[src/design/laplacian_path_smoother_macros.svh]
// Assertion helpers for the file that checks this block.
`ifndef LAPLACIAN_PATH_SMOOTHER_MACROS_SVH
`define LAPLACIAN_PATH_SMOOTHER_MACROS_SVH

// Same-cycle implication, sampled on clk and quiet while rst_n is low.
`define LPS_ASSERT_SAME(label, ante, cons, msg) \
    label: assert property (@(posedge clk) disable iff (!rst_n) (ante) |-> (cons)) \
        else $error(msg);

// Next-cycle implication, sampled on clk and quiet while rst_n is low.
`define LPS_ASSERT_NEXT(label, ante, cons, msg) \
    label: assert property (@(posedge clk) disable iff (!rst_n) (ante) |=> (cons)) \
        else $error(msg);

`endif

[src/design/lps_pkg.sv]
`timescale 1ns / 1ps

package lps_pkg;

    localparam int CFG_INDEX_W = 2;
    localparam int CFG_DATA_W  = 16;
    localparam int COORD_W     = 32;
    localparam int GAIN_W      = 16;
    localparam int PASS_W      = 8;
    localparam int DIFF_W      = 34;
    localparam int PROD_W      = 51;
    localparam int SUM_W       = 36;
    localparam int FRAC_W      = 16;
    localparam int DRAIN_W     = 2;

    localparam logic [CFG_INDEX_W-1:0] CFG_GAIN   = 2'd0;
    localparam logic [CFG_INDEX_W-1:0] CFG_PASSES = 2'd1;

    localparam logic [GAIN_W-1:0]  GAIN_RESET   = 16'd32768;
    localparam logic [PASS_W-1:0]  PASSES_RESET = 8'd10;
    localparam logic [DRAIN_W-1:0] DRAIN_LAST   = 2'd3;

    localparam logic signed [PROD_W-1:0] ROUND_HALF = 51'sd32768;

    typedef enum logic [1:0] {
        ST_IDLE,
        ST_SMOOTH,
        ST_DRAIN,
        ST_EMIT
    } state_t;

    typedef struct packed {
        logic [GAIN_W-1:0] gain;
        logic [PASS_W-1:0] passes;
    } cfg_t;

    typedef struct packed {
        logic load;
        logic rd_smooth;
        logic rd_emit;
        logic last;
        logic done;
    } cmd_t;

    function automatic logic [COORD_W-1:0] sat32(input logic signed [SUM_W-1:0] v);
        logic [COORD_W-1:0] r;
        if ((&v[SUM_W-1:COORD_W-1]) || !(|v[SUM_W-1:COORD_W-1])) begin
            r = v[COORD_W-1:0];
        end else if (v[SUM_W-1]) begin
            r = {1'b1, {(COORD_W-1){1'b0}}};
        end else begin
            r = {1'b0, {(COORD_W-1){1'b1}}};
        end
        return r;
    endfunction

endpackage

[src/design/lps_cfg.sv]
`timescale 1ns / 1ps

module lps_cfg (
    input  logic                             clk,
    input  logic                             rst_n,
    input  logic                             cfg_valid,
    output logic                             cfg_ready,
    input  logic [lps_pkg::CFG_INDEX_W-1:0]  cfg_index,
    input  logic [lps_pkg::CFG_DATA_W-1:0]   cfg_data,
    output lps_pkg::cfg_t                    cfg
);

    logic [lps_pkg::GAIN_W-1:0] gain_reg;
    logic [lps_pkg::GAIN_W-1:0] gain_next;
    logic [lps_pkg::PASS_W-1:0] passes_reg;
    logic [lps_pkg::PASS_W-1:0] passes_next;

    assign cfg_ready = 1'b1;

    always_comb
    begin
        gain_next   = gain_reg;
        passes_next = passes_reg;
        if (cfg_valid && cfg_ready)
        begin
            case (cfg_index)
                lps_pkg::CFG_GAIN:   gain_next   = cfg_data[lps_pkg::GAIN_W-1:0];
                lps_pkg::CFG_PASSES: passes_next = cfg_data[lps_pkg::PASS_W-1:0];
                default: ;
            endcase
        end
    end

    always_ff @(posedge clk or negedge rst_n)
    begin
        if (!rst_n)
        begin
            gain_reg   <= lps_pkg::GAIN_RESET;
            passes_reg <= lps_pkg::PASSES_RESET;
        end
        else
        begin
            gain_reg   <= gain_next;
            passes_reg <= passes_next;
        end
    end

    assign cfg.gain   = gain_reg;
    assign cfg.passes = passes_reg;

endmodule

[config.mk]
export PLATFORM = sky130hd
export DESIGN_NAME = lps_cfg
export DESIGN_NICKNAME = d
export VERILOG_FILES = /design/src/design/laplacian_path_smoother_macros.svh /design/src/design/lps_pkg.sv /design/src/design/lps_cfg.sv
export SDC_FILE = /design/constraint.sdc
export NUM_CORES = 1
export LEC_CHECK = 0
export BUFFER_PORTS_ARGS = -buffer_cell sky130_fd_sc_hd__buf_2
export CAP_MARGIN = 10
export CORE_ASPECT_RATIO = 1.2
export CORE_MARGIN = 8
export CORE_UTILIZATION = 43
export DETAILED_ROUTE_END_ITERATION = 16
export PLACE_DENSITY = 0.76
export SLEW_MARGIN = 40
export SYNTH_ARGS = -nofsm -noshare
export SYNTH_HDL_FRONTEND = slang
export SYNTH_SLANG_ARGS = --single-unit
[constraint.sdc]
create_clock -name clk -period 1 [get_ports clk]
set_input_delay 0 -clock clk [delete_from_list [all_inputs] [get_ports clk]]
set_output_delay 0 -clock clk [all_outputs]
set_load 0.01 [all_outputs]
== Word level (Yosys, flattened, before mapping) ==
Cells that the tools add are included.
Word-level totals
  register bits: 24
  bits of input ports: 21
  output and inout port bits: 25
  word-level logic and storage cells: 6
Operators by class
  equal/unequal tests: 1
  reductions and logical operators: 3
Operator list (number)
  AND reduction 2 bit: 2
  equality test 2 x 1 -> 1 bit (second input constant): 1
  logical NOT 2 bit: 1

== Longest topological paths before layout ==
  depth in word-level cells: 2
  depth in mapped cells: 3
  gate-level depth less buffers: 2

== Worst setup path after synthesis ==
No wires, ideal clock.
  path kind: input-to-reg
  start: in cfg_index[0] (netlist name)
  end: reg gain_reg[10] (netlist name)
  library setup time: 0.125 ns
  data arrival time: 0.829 ns
  required time: 0.875 ns
  setup slack: 0.046 ns
  cell stages on the path: 3
  buffers on the path: 1
  cells stage by stage: nor3b_4 -> buf_6 -> mux2_2
On the way
  word-level cells in the longest chain between the ends: 2
RTL lines
  from (decl): line lps_cfg.sv:8  | input logic [lps_pkg::CFG_INDEX_W-1:0] cfg_index,
  logical NOT 2 bit: line lps_cfg.sv:26  | case (cfg_index)
  AND reduction 2 bit (no source line)
  to (signal assigned): line lps_cfg.sv:38  | gain_reg <= lps_pkg::GAIN_RESET;
  to (signal assigned): line lps_cfg.sv:43  | gain_reg <= gain_next;
  to (decl): line lps_cfg.sv:13  | logic [lps_pkg::GAIN_W-1:0] gain_reg;
Every way passes these cells.
A chain may end at the register's enable or synchronous reset.

== Final worst setup path ==
  start: reg passes_reg[3] (netlist name)
  end: out cfg[3] (netlist name)
RTL lines
  from (decl): line lps_cfg.sv:15  | logic [lps_pkg::PASS_W-1:0] passes_reg;
  from (signal assigned): line lps_cfg.sv:39  | passes_reg <= lps_pkg::PASSES_RESET;
  from (signal assigned): line lps_cfg.sv:44  | passes_reg <= passes_next;
  to (decl): line lps_cfg.sv:10  | output lps_pkg::cfg_t cfg
No word-level cell between the ends.

==> flow_summary.yaml <==
yosys:
  syn_avg_cell_area_um2: 17.4
  syn_area_um2: 923
  synth-seq-cells: 24
  synth_area_leaders: "dfrtp_1 (57%), mux2_2 (29%), dfstp_2 (8.5%)"
  synth-seq-area-share_pct: 65.4
  syn_inst: 53
  yosys_warnings: 0
  synth_nets: 74
  synth_top_area_share_pct: 56.9
  synth_top_area_cell: "dfrtp_1"
  ys_types: 8
cells_and_area:
  n_antenna_cell: 0
  finalNonFillerCells: 148
  nets: 140
  final_layout_size_suffix_gt1_share_pct: 65.3
  syn2layout_area_growth_pct: 52.2
  largest_reg_flops: 16
sta:
  maxSlewViolCount: 0
  final-hold-violation-count: 0
  fmax_mhz: 1040
  rsz0062_at_grt: "true"
  finalSetupViolCount: 0
  worstMarginPinSlew_ns: 0.511
  fin_crit_sh_pct: 95.9
  period_needed_ns: 0.959
  clock_skew_ns: 0
  fin_ws_ns: 0.0413
  slew_headroom_pct: 65.9
floorplanning:
  start_util_pct: 45.1
  dieHeight_um: 66.8
  dieArea_um2: 3890
  rows: 18
  die_w_um: 58.3
  boundaryPins: 46
  core-area_um2: 2050
power:
  power_density_nw_per_um2: 1660
  p_clk_share_pct: 17.8
  peakVddDrop_uv: 932
  leakagePower_nw: 0.666
  power_frac_seq_pct: 54.1
  totalPowerFinal_mw: 2.33
  p_switching_mw: 0.628
  switching_share_pct: 27.0
  intPower_mw: 1.70
  p_comb_share_pct: 28.1
setup_path:
  crit_path_end_kind: "output pin"
  crit_slowest_cell: "dfstp_2"
  cp_num_buf_inv: 1
  cp_data_arrival_time_ns: 0.96
  crit_family: "flip-flops"
  cpPeakStageDelay_ns: 0.56
  path_cells: "buf_6"
  crit_fanout: 2
  startpoint_type: "register"
  critPathKind: "register to output pin"
  cp.required_ns: 1.00
placement:
  dp_hpwl_mm: 1.51
  placed_cells: 127
  numPortBuffers: 44
  gp_congestion: 0.731
  pre_cts_ws_ns: 0.00455
route:
  via_per_inst: 4.47
  vias: 661
  ant_nets: 0
  drt_iter0_markers: 13
  drt-total-wl_mm: 2.09
  post_drt_wl_per_cell_um: 14.1
  firstDrtPassIters: 4
  drc: 0
outcome:
  status: "finished clean"
clock_tree:
  numCtsBuffers: 3
  clkLatencyLatePin_ns: 0.30
  clock-sinks: 24
  cts_root_buf: "clkbuf_4"
  cts_tree: "yes"
  cts.clk_slew.worst_paths_ns: 0.12
  clockBufferDepth: 2
  cts-htree-levels: 1
hold_path:
  hp-class: "input port to async pin"
grt:
  antenna_found_initial: 0
  grt_pass1_vias: 709
  track_usage_pct: 11.2
  use_met3_pct: 2.70
  grt_pass1_wl_mm: 3.33
  busiest_layer: "met2"
  grt_max_degree: 25
  grt_use_met1_pct: 12.1
  overflow: 0
  use_met2_pct: 18.8
run:
  cap_violations: 0
-- final timing paths --
| path | cells past startpoint | slack (ns) | endpoint | from |
|---|---|---|---|---|
| worst min-delay path | 2 | 0.18 | passes_reg[7] | rst_n |
| worst max register to register | 1 | 0.23 | gain_reg[12] | gain_reg[12] |
| max in group asynchronous | 2 | 0.44 | gain_reg[15] | rst_n |
| worst max-delay path | 1 | 0.04 | cfg[3] | passes_reg[3] |
| worst min register to register | 1 | 0.51 | passes_reg[5] | passes_reg[5] |
| min in group clk | 4 | 0.24 | gain_reg[6] | cfg_index[0] |
-- stage by stage --
step / setup TNS [ns] / instance area [um2] / utilization (%) / hold WS (ns)
global route: -0.00439 / 1410 / 68.6 / 0.222
global placement: 0 / 1190 / 58.1 / -0.00620
floorplan: 0 / 923 / - / -0.296
finish: 0 / 1410 / 68.6 / 0.182
CTS: 0 / 1390 / 67.6 / 0.194
detailed placement: 0 / 1190 / 58.1 / 0.00106
-- synthesized netlist by cell type --
cell	number
nand3b_1	1
buf_4	1
nor3b_4	1
mux2_2	24
conb_1	1
dfstp_2	3
dfrtp_1	21
buf_6	1
-- power groups by stage --
stage               combinational, mW  clock, mW  sequential, mW
finish                          0.654      0.414            1.26
floorplan                       0.193          0            1.37
global route                    0.711      0.483            1.29
detailed placement              0.586          0            1.27
global placement                0.574          0            1.26
CTS                             0.638      0.433            1.25
-- what timing repair did --
| action | CTS | global route |
|---|---|---|
| resized for setup | 0 | 3 |
| setup endpoints to repair | 0 | 3 |
| hold endpoints to repair | 46 | 0 |
| setup buffers | 0 | 0 |
| hold buffers | 17 | 0 |
-- final cells by class --
type                    instances  area (um2)
fillers                       146         644
flip-flops and latches         24         604
repair buffers                 63         437
multi-input cells              27         300
well taps                      30        37.5
clock buffers                   4        26.3
-- layer usage --
| layer | routed length (um) | share of wire (%) |
|---|---|---|
| met3 | 145 | 6.9 |
| met2 | 1070 | 51 |
| met4 | 49 | 2.3 |
| met1 | 824 | 39 |
| met5 | 0 | 0 |
-- cell families (layout without fill, tap and decap cells) --
family / after synthesis / in the layout / synth area share, %
buffers and inverters: 2 / 67 / 2.03
flip-flops: 24 / 24 / 65.4
multiplexers: 24 / 24 / 29.3
other: 1 / 1 / 0.406
AND/OR/NAND/NOR: 2 / 2 / 2.85
-- placed cells by master (no fill, tap or decap), drive strengths merged --
cell and instances:
dfrtp 21, clkbuf 4, dlygate4sd3 17, nor3b 1
mux2 24, conb 1, buf 46, nand3b 1
dfstp 3
Power figures use the tool's default switching activity.
