$ cat config.mk
export PLATFORM = sky130hd
export DESIGN_NAME = lps_ctrl
export DESIGN_NICKNAME = d
export VERILOG_FILES = /design/src/design/laplacian_path_smoother_macros.svh /design/src/design/lps_pkg.sv /design/src/design/lps_ctrl.sv
export SDC_FILE = /design/constraint.sdc
export NUM_CORES = 1
export LEC_CHECK = 0
export ABC_AREA = 1
export BUFFER_PORTS_ARGS = -buffer_cell sky130_fd_sc_hd__buf_2
export CORE_MARGIN = 1
export CORE_UTILIZATION = 45
export CTS_CLUSTER_DIAMETER = 60
export DETAILED_ROUTE_END_ITERATION = 8
export PLACE_DENSITY = 0.75
export REMOVE_ABC_BUFFERS = 1
export SYNTH_ARGS = -nofsm -noshare
export SYNTH_HDL_FRONTEND = slang
export SYNTH_SLANG_ARGS = --single-unit
$ cat constraint.sdc
create_clock -name clk -period 1.66 [get_ports clk]
set_input_delay 0.332 -clock clk [delete_from_list [all_inputs] [get_ports clk]]
set_output_delay 0.332 -clock clk [all_outputs]
set_load 0.03 [all_outputs]
$ cat src/design/laplacian_path_smoother_macros.svh
// Assertion helpers for the file that checks this block.
`ifndef LAPLACIAN_PATH_SMOOTHER_MACROS_SVH
`define LAPLACIAN_PATH_SMOOTHER_MACROS_SVH

// Same-cycle implication, sampled on clk and quiet while rst_n is low.
`define LPS_ASSERT_SAME(label, ante, cons, msg) \
    label: assert property (@(posedge clk) disable iff (!rst_n) (ante) |-> (cons)) \
        else $error(msg);

// Next-cycle implication, sampled on clk and quiet while rst_n is low.
`define LPS_ASSERT_NEXT(label, ante, cons, msg) \
    label: assert property (@(posedge clk) disable iff (!rst_n) (ante) |=> (cons)) \
        else $error(msg);

`endif

$ cat src/design/lps_pkg.sv
`timescale 1ns / 1ps

package lps_pkg;

    localparam int CFG_INDEX_W = 2;
    localparam int CFG_DATA_W  = 16;
    localparam int COORD_W     = 32;
    localparam int GAIN_W      = 16;
    localparam int PASS_W      = 8;
    localparam int DIFF_W      = 34;
    localparam int PROD_W      = 51;
    localparam int SUM_W       = 36;
    localparam int FRAC_W      = 16;
    localparam int DRAIN_W     = 2;

    localparam logic [CFG_INDEX_W-1:0] CFG_GAIN   = 2'd0;
    localparam logic [CFG_INDEX_W-1:0] CFG_PASSES = 2'd1;

    localparam logic [GAIN_W-1:0]  GAIN_RESET   = 16'd32768;
    localparam logic [PASS_W-1:0]  PASSES_RESET = 8'd10;
    localparam logic [DRAIN_W-1:0] DRAIN_LAST   = 2'd3;

    localparam logic signed [PROD_W-1:0] ROUND_HALF = 51'sd32768;

    typedef enum logic [1:0] {
        ST_IDLE,
        ST_SMOOTH,
        ST_DRAIN,
        ST_EMIT
    } state_t;

    typedef struct packed {
        logic [GAIN_W-1:0] gain;
        logic [PASS_W-1:0] passes;
    } cfg_t;

    typedef struct packed {
        logic load;
        logic rd_smooth;
        logic rd_emit;
        logic last;
        logic done;
    } cmd_t;

    function automatic logic [COORD_W-1:0] sat32(input logic signed [SUM_W-1:0] v);
        logic [COORD_W-1:0] r;
        if ((&v[SUM_W-1:COORD_W-1]) || !(|v[SUM_W-1:COORD_W-1])) begin
            r = v[COORD_W-1:0];
        end else if (v[SUM_W-1]) begin
            r = {1'b1, {(COORD_W-1){1'b0}}};
        end else begin
            r = {1'b0, {(COORD_W-1){1'b1}}};
        end
        return r;
    endfunction

endpackage

$ cat src/design/lps_ctrl.sv
`timescale 1ns / 1ps

module lps_ctrl #(
    parameter int MAX_POINTS = 64
) (
    input  logic                                  clk,
    input  logic                                  rst_n,
    input  logic                                  start,
    input  logic                                  final_point,
    input  logic [$clog2(MAX_POINTS+1)-1:0]       count,
    input  logic [lps_pkg::PASS_W-1:0]            passes,
    output logic                                  busy,
    output lps_pkg::cmd_t                         cmd,
    output logic [$clog2(MAX_POINTS)-1:0]         rd_addr
);

    localparam int AW = $clog2(MAX_POINTS);
    localparam int CW = $clog2(MAX_POINTS + 1);

    lps_pkg::state_t             state_reg;
    lps_pkg::state_t             state_next;
    logic [AW-1:0]               idx_reg;
    logic [AW-1:0]               idx_next;
    logic [lps_pkg::PASS_W-1:0]  pass_reg;
    logic [lps_pkg::PASS_W-1:0]  pass_next;
    logic [lps_pkg::DRAIN_W-1:0] drain_reg;
    logic [lps_pkg::DRAIN_W-1:0] drain_next;

    logic          last_idx;
    logic          full;
    logic [CW-1:0] n_after;
    logic          smooth_go;

    assign last_idx  = (CW'(idx_reg) == (count - CW'(1)));
    assign full      = (count == CW'(MAX_POINTS));
    assign n_after   = full ? count : (count + CW'(1));
    assign smooth_go = (n_after > CW'(2)) && (passes != '0);

    always_comb
    begin
        state_next = state_reg;
        idx_next   = idx_reg;
        pass_next  = pass_reg;
        drain_next = drain_reg;
        case (state_reg)
            lps_pkg::ST_IDLE:
            begin
                if (start && final_point)
                begin
                    idx_next   = '0;
                    pass_next  = '0;
                    drain_next = '0;
                    state_next = smooth_go ? lps_pkg::ST_SMOOTH : lps_pkg::ST_EMIT;
                end
            end
            lps_pkg::ST_SMOOTH:
            begin
                if (last_idx)
                begin
                    idx_next   = '0;
                    drain_next = '0;
                    state_next = lps_pkg::ST_DRAIN;
                end
                else
                begin
                    idx_next = idx_reg + AW'(1);
                end
            end
            lps_pkg::ST_DRAIN:
            begin
                if (drain_reg == lps_pkg::DRAIN_LAST)
                begin
                    drain_next = '0;
                    if (pass_reg == (passes - lps_pkg::PASS_W'(1)))
                    begin
                        pass_next  = '0;
                        state_next = lps_pkg::ST_EMIT;
                    end
                    else
                    begin
                        pass_next  = pass_reg + lps_pkg::PASS_W'(1);
                        state_next = lps_pkg::ST_SMOOTH;
                    end
                end
                else
                begin
                    drain_next = drain_reg + lps_pkg::DRAIN_W'(1);
                end
            end
            lps_pkg::ST_EMIT:
            begin
                if (last_idx)
                begin
                    idx_next   = '0;
                    state_next = lps_pkg::ST_IDLE;
                end
                else
                begin
                    idx_next = idx_reg + AW'(1);
                end
            end
            default:
            begin
                state_next = lps_pkg::ST_IDLE;
            end
        endcase
    end

    always_comb
    begin
        cmd     = '0;
        rd_addr = idx_reg;
        busy    = (state_reg != lps_pkg::ST_IDLE);
        case (state_reg)
            lps_pkg::ST_IDLE:
            begin
                cmd.load = start;
            end
            lps_pkg::ST_SMOOTH:
            begin
                cmd.rd_smooth = 1'b1;
            end
            lps_pkg::ST_EMIT:
            begin
                cmd.rd_emit = 1'b1;
                cmd.last    = last_idx;
                cmd.done    = last_idx;
            end
            default: ;
        endcase
    end

    always_ff @(posedge clk or negedge rst_n)
    begin
        if (!rst_n)
        begin
            state_reg <= lps_pkg::ST_IDLE;
            idx_reg   <= '0;
            pass_reg  <= '0;
            drain_reg <= '0;
        end
        else
        begin
            state_reg <= state_next;
            idx_reg   <= idx_next;
            pass_reg  <= pass_next;
            drain_reg <= drain_next;
        end
    end

endmodule

Yosys cells after proc, flatten, opt, wreduce, memory -nomap -nowiden. Index checks and enable logic that the tools add are counted.

Add/sub/neg operators: 6. $lt $le $gt $ge: 1. Equal/unequal tests: 11. Muxes and demuxes: 21. Reduce and logical (&&, ||, !) cells: 13.

Operators with widths (number): $mux W8 (3); $mux W2 (8); $pmux W8 S2 (1); $mux W6 (2); $pmux W6 S2 (1); $add A8 B1 Y8 const B (1); $eq A8 B8 Y1 (1); $ne A2 B2 Y1 const B (4); $pmux W2 S4 (1); $reduce_bool A8 Y1 (1); $sub A8 B1 Y8 const B (1); $add A7 B1 Y7 const B (1); $eq A6 B7 Y1 (1); $eq A7 B7 Y1 const B (1); $gt A7 B2 Y1 const B (1); $mux W7 (1); $sub A7 B1 Y7 const B (1); $add A6 B1 Y6 const B (1); $eq A2 B2 Y1 const B (3); $pmux W2 S3 (1); $reduce_and A3 Y1 (2); $reduce_bool A2 Y1 (3); $reduce_and A4 Y1 (1); $mux W3 (1); other kinds (8) (10).

Flip-flop bits (word level): 18. Input port bits: 19. Output and inout port bits: 12. Logic and storage cells: 56.

Longest topological paths before layout.
Depth after elaboration: 7. Gate-level depth with buffers: 15. Mapped depth without buffers: 15.

Worst setup path after synthesis. OpenSTA, ideal clock, no wires.

Kind: input to output. From: in count[0]. To: out cmd[1] (netlist bit). Arrival: 1900 ps. Data required time: 1328 ps. Slack: -572 ps. Stages on the path: 9. Buffers on the path: 1. Cells stage by stage: inv_1 -> ha_1 -> xnor2_1 -> nor2_1 -> nand3_1 -> nor2_1 -> nand2_2 -> nor2_1 -> buf_4.

RTL lines: from (decl) (line lps_ctrl.sv:10) `input logic [$clog2(MAX_POINTS+1)-1:0] count,`; to (decl) (line lps_ctrl.sv:13) `output lps_pkg::cmd_t cmd,`.

==> flow_summary.toml <==
[setup_path]
cp_common_cell = "nand2_2"
start_kind = "flop"
critPathMaxFanout = 3
critPathArrivalTime_ns = 1.52
reg2reg_from = "state_reg[0]"
r2r_end = "pass_reg[6]"
crit_slowest_cell = "dfrtp_1"
worstPathRequired_ns = 1.33
regToRegSetupSlack_ns = 0.16
path_class = "flop to output port"
crit_path_end_kind = "output port"
slowest_delay_ns = 0.41
r2r_cells = 8
crit_chain = "inv_2 > nand2_2 > nand2_1 > o21ai_1 > nand3_1 > nor2_1 > nand2_2 > nor2_4 > buf_6"

[yosys]
synth_top_area_share_pct = 28.5
synth.distinct_cells = 25
synth-seq-cells = 18
ys.flop_type = "dfrtp_1"
syn_inst = 235
synthTopCellsByCount = "nand2_1, inv_1, nor2_1"
syn_avg_cell_area_um2 = 6.71
synth_area_leader_cell = "dfrtp_1"
ys_top_cells_by_area = "dfrtp_1, nand2_1, inv_1, xor2_1, nor2_1"
yosysMostFrequentCell = "nand2_1"
syn_area_mm2 = 0.00158
yosysWarnings = 0
postSynth.asyncResetShare_pct = 100
synth-edff-count = 0
ys_seq_area_share_pct = 28.5

[pwr]
leakagePower_nw = 1.14
switching_share_pct = 47.4
internal_power_mw = 1.34
clkPwrFrac_pct = 10.8
power_mw = 2.55
vdd_ir_drop_max_v = 0.000934
p_sw_mw = 1.21
power_frac_seq_pct = 27.4
power_frac_comb_pct = 61.8
p_per_area_mw_per_mm2 = 1230

[sta]
finClkSkew_ns = 0.00362
setup_tns_ns = -0.384
rsz0062_at_grt = "yes"
setup_ws_ns = -0.192
hold_viol_final = 0
fin_crit_sh_pct = 112
fmax_mhz = 540
tightestPinTransition_ns = 0.398
finalSetupViolCount = 2
slew_viol_final = 0
whs_ns = 0.476
finalCriticalPeriod_ns = 1.85
slew_headroom_pct = 73.4

[routing]
drtIter0Drc = 63
first_pass_iters = 6
num_vias = 1600
via_per_inst = 4.72
ant_nets = 0
wire_per_inst_um = 10.3
remaining_drc_errors = 2
wl_um = 3490

[die]
dieArea_mm2 = 0.00375
io_pins = 31
fp-row-count = 21
die-width_um = 61.2
core_area_mm2 = 0.00334
fp.dieH_um = 61.2
start_util_pct = 47.3

[cells_and_area]
final_nets = 321
final_util_pct = 62.1
stdcell_count = 339
drive_gt1_share_pct = 30.0
final_area_mm2 = 0.00207
num-fill-cells = 315
largest_reg_flops = 8
antenna_cells = 0
areaGrowthSynthToFinish_pct = 31.4

[placement]
dpl.hpwl_um = 2730
globalplace.congestion = 0.828
placed_cell_area_mm2 = 0.00191
place_inst = 329
place_ws_ns = -0.351
io_buffers = 30

[global_routing]
grt_util_all_layers_pct = 19.4
gr-total-overflow = 0
grt_pass1_vias = 1357
grt_pass1_wl_um = 5420
grt_max_degree = 19
antenna_found_initial = 0

[hold_path]
worstHoldPathType = "input pin to async pin"

[run_status]
violations = "design-rule violations, negative setup slack"
run_status = "complete, but fails checks"

[job]
timing.max_cap.violations = 0

[clocking]
cts_root_buf = "clkbuf_4"
clk_pin_slew_ns = 0.11
clock_latency_ns = 0.30
cts_sinks = 18
cts_buffers = 3
htreeDepth = 1
clk_path_buf_depth = 2
tritoncts = "yes"
-- cell type report --
type	instances	area (um2)	share of cell area, %
clock buffers	4	36.3	1.75
inverters	33	124	5.97
multi-input cells	181	1030	49.8
flip-flops and latches	18	452	21.8
well taps	46	57.6	2.78
repair buffers	57	370	17.9
-- layout by cell type (no fill, tap or decap), types with 7 or more instances in the layout --
master   count
nand2_1     67
inv_1       29
buf_2       27
buf_4       27
nor2_1      23
dfrtp_1     17
nand3_1     16
xor2_1      12
nand4_1      8
nand2_2      7
a21oi_1      7
ha_1         7
-- critical path: cells and delay by family (launching register included) --
| kind | cells | cell delay, ns |
|---|---|---|
| and+or+nand+nor | 6 | 0.55 |
| AOI/OAI and AO/OA | 1 | 0.07 |
| buffers and inverters | 2 | 0.19 |
| DFF | 1 | 0.41 |
-- timing repair --
item                       CTS  global route
setup buffers                3             2
gates resized for setup     15             9
setup endpoints to repair    4            11
pin swaps                    8             8
hold buffers                 1             0
hold endpoints to repair    18             0
-- cell families after synthesis --
group                      Yosys count  synth area share [%]
AOI/OAI and AO/OA                   16                  5.79
adders and majority gates            8                  6.34
xor gates and xnor gates            17                  9.44
DFF                                 18                  28.5
and+or+nand+nor                    140                  40.1
buffers and inverters               36                  9.75
-- power by group through the flow --
stage | sequential (mW) | clock [mW] | combinational [mW]
after floorplan | 0.883 | 0 | 0.774
after global placement | 0.714 | 0 | 1.44
after detailed placement | 0.719 | 0 | 1.46
after CTS | 0.695 | 0.280 | 1.55
after global routing | 0.712 | 0.300 | 1.73
final | 0.698 | 0.276 | 1.57
-- per-layer routing --
metal,up-vias,GRT usage (%),share of wire [%],wire length (um)
met5,-,0,0,0
met4,0,7.79,0.97,34
met3,4,2.31,3.2,111
met2,31,33.4,47,1660
met1,702,24.7,48,1690
li1,863,-,-,-
-- worst max path at each step --
stage,start,end
floorplan,count[0],cmd[0]
global placement,count[1],cmd[0]
detailed placement,count[1],cmd[0]
CTS,rd_addr[5],cmd[0]
global route,rd_addr[4],cmd[1]
finish,rd_addr[4],cmd[0]
No activity file was read; power rests on OpenSTA's default activity.
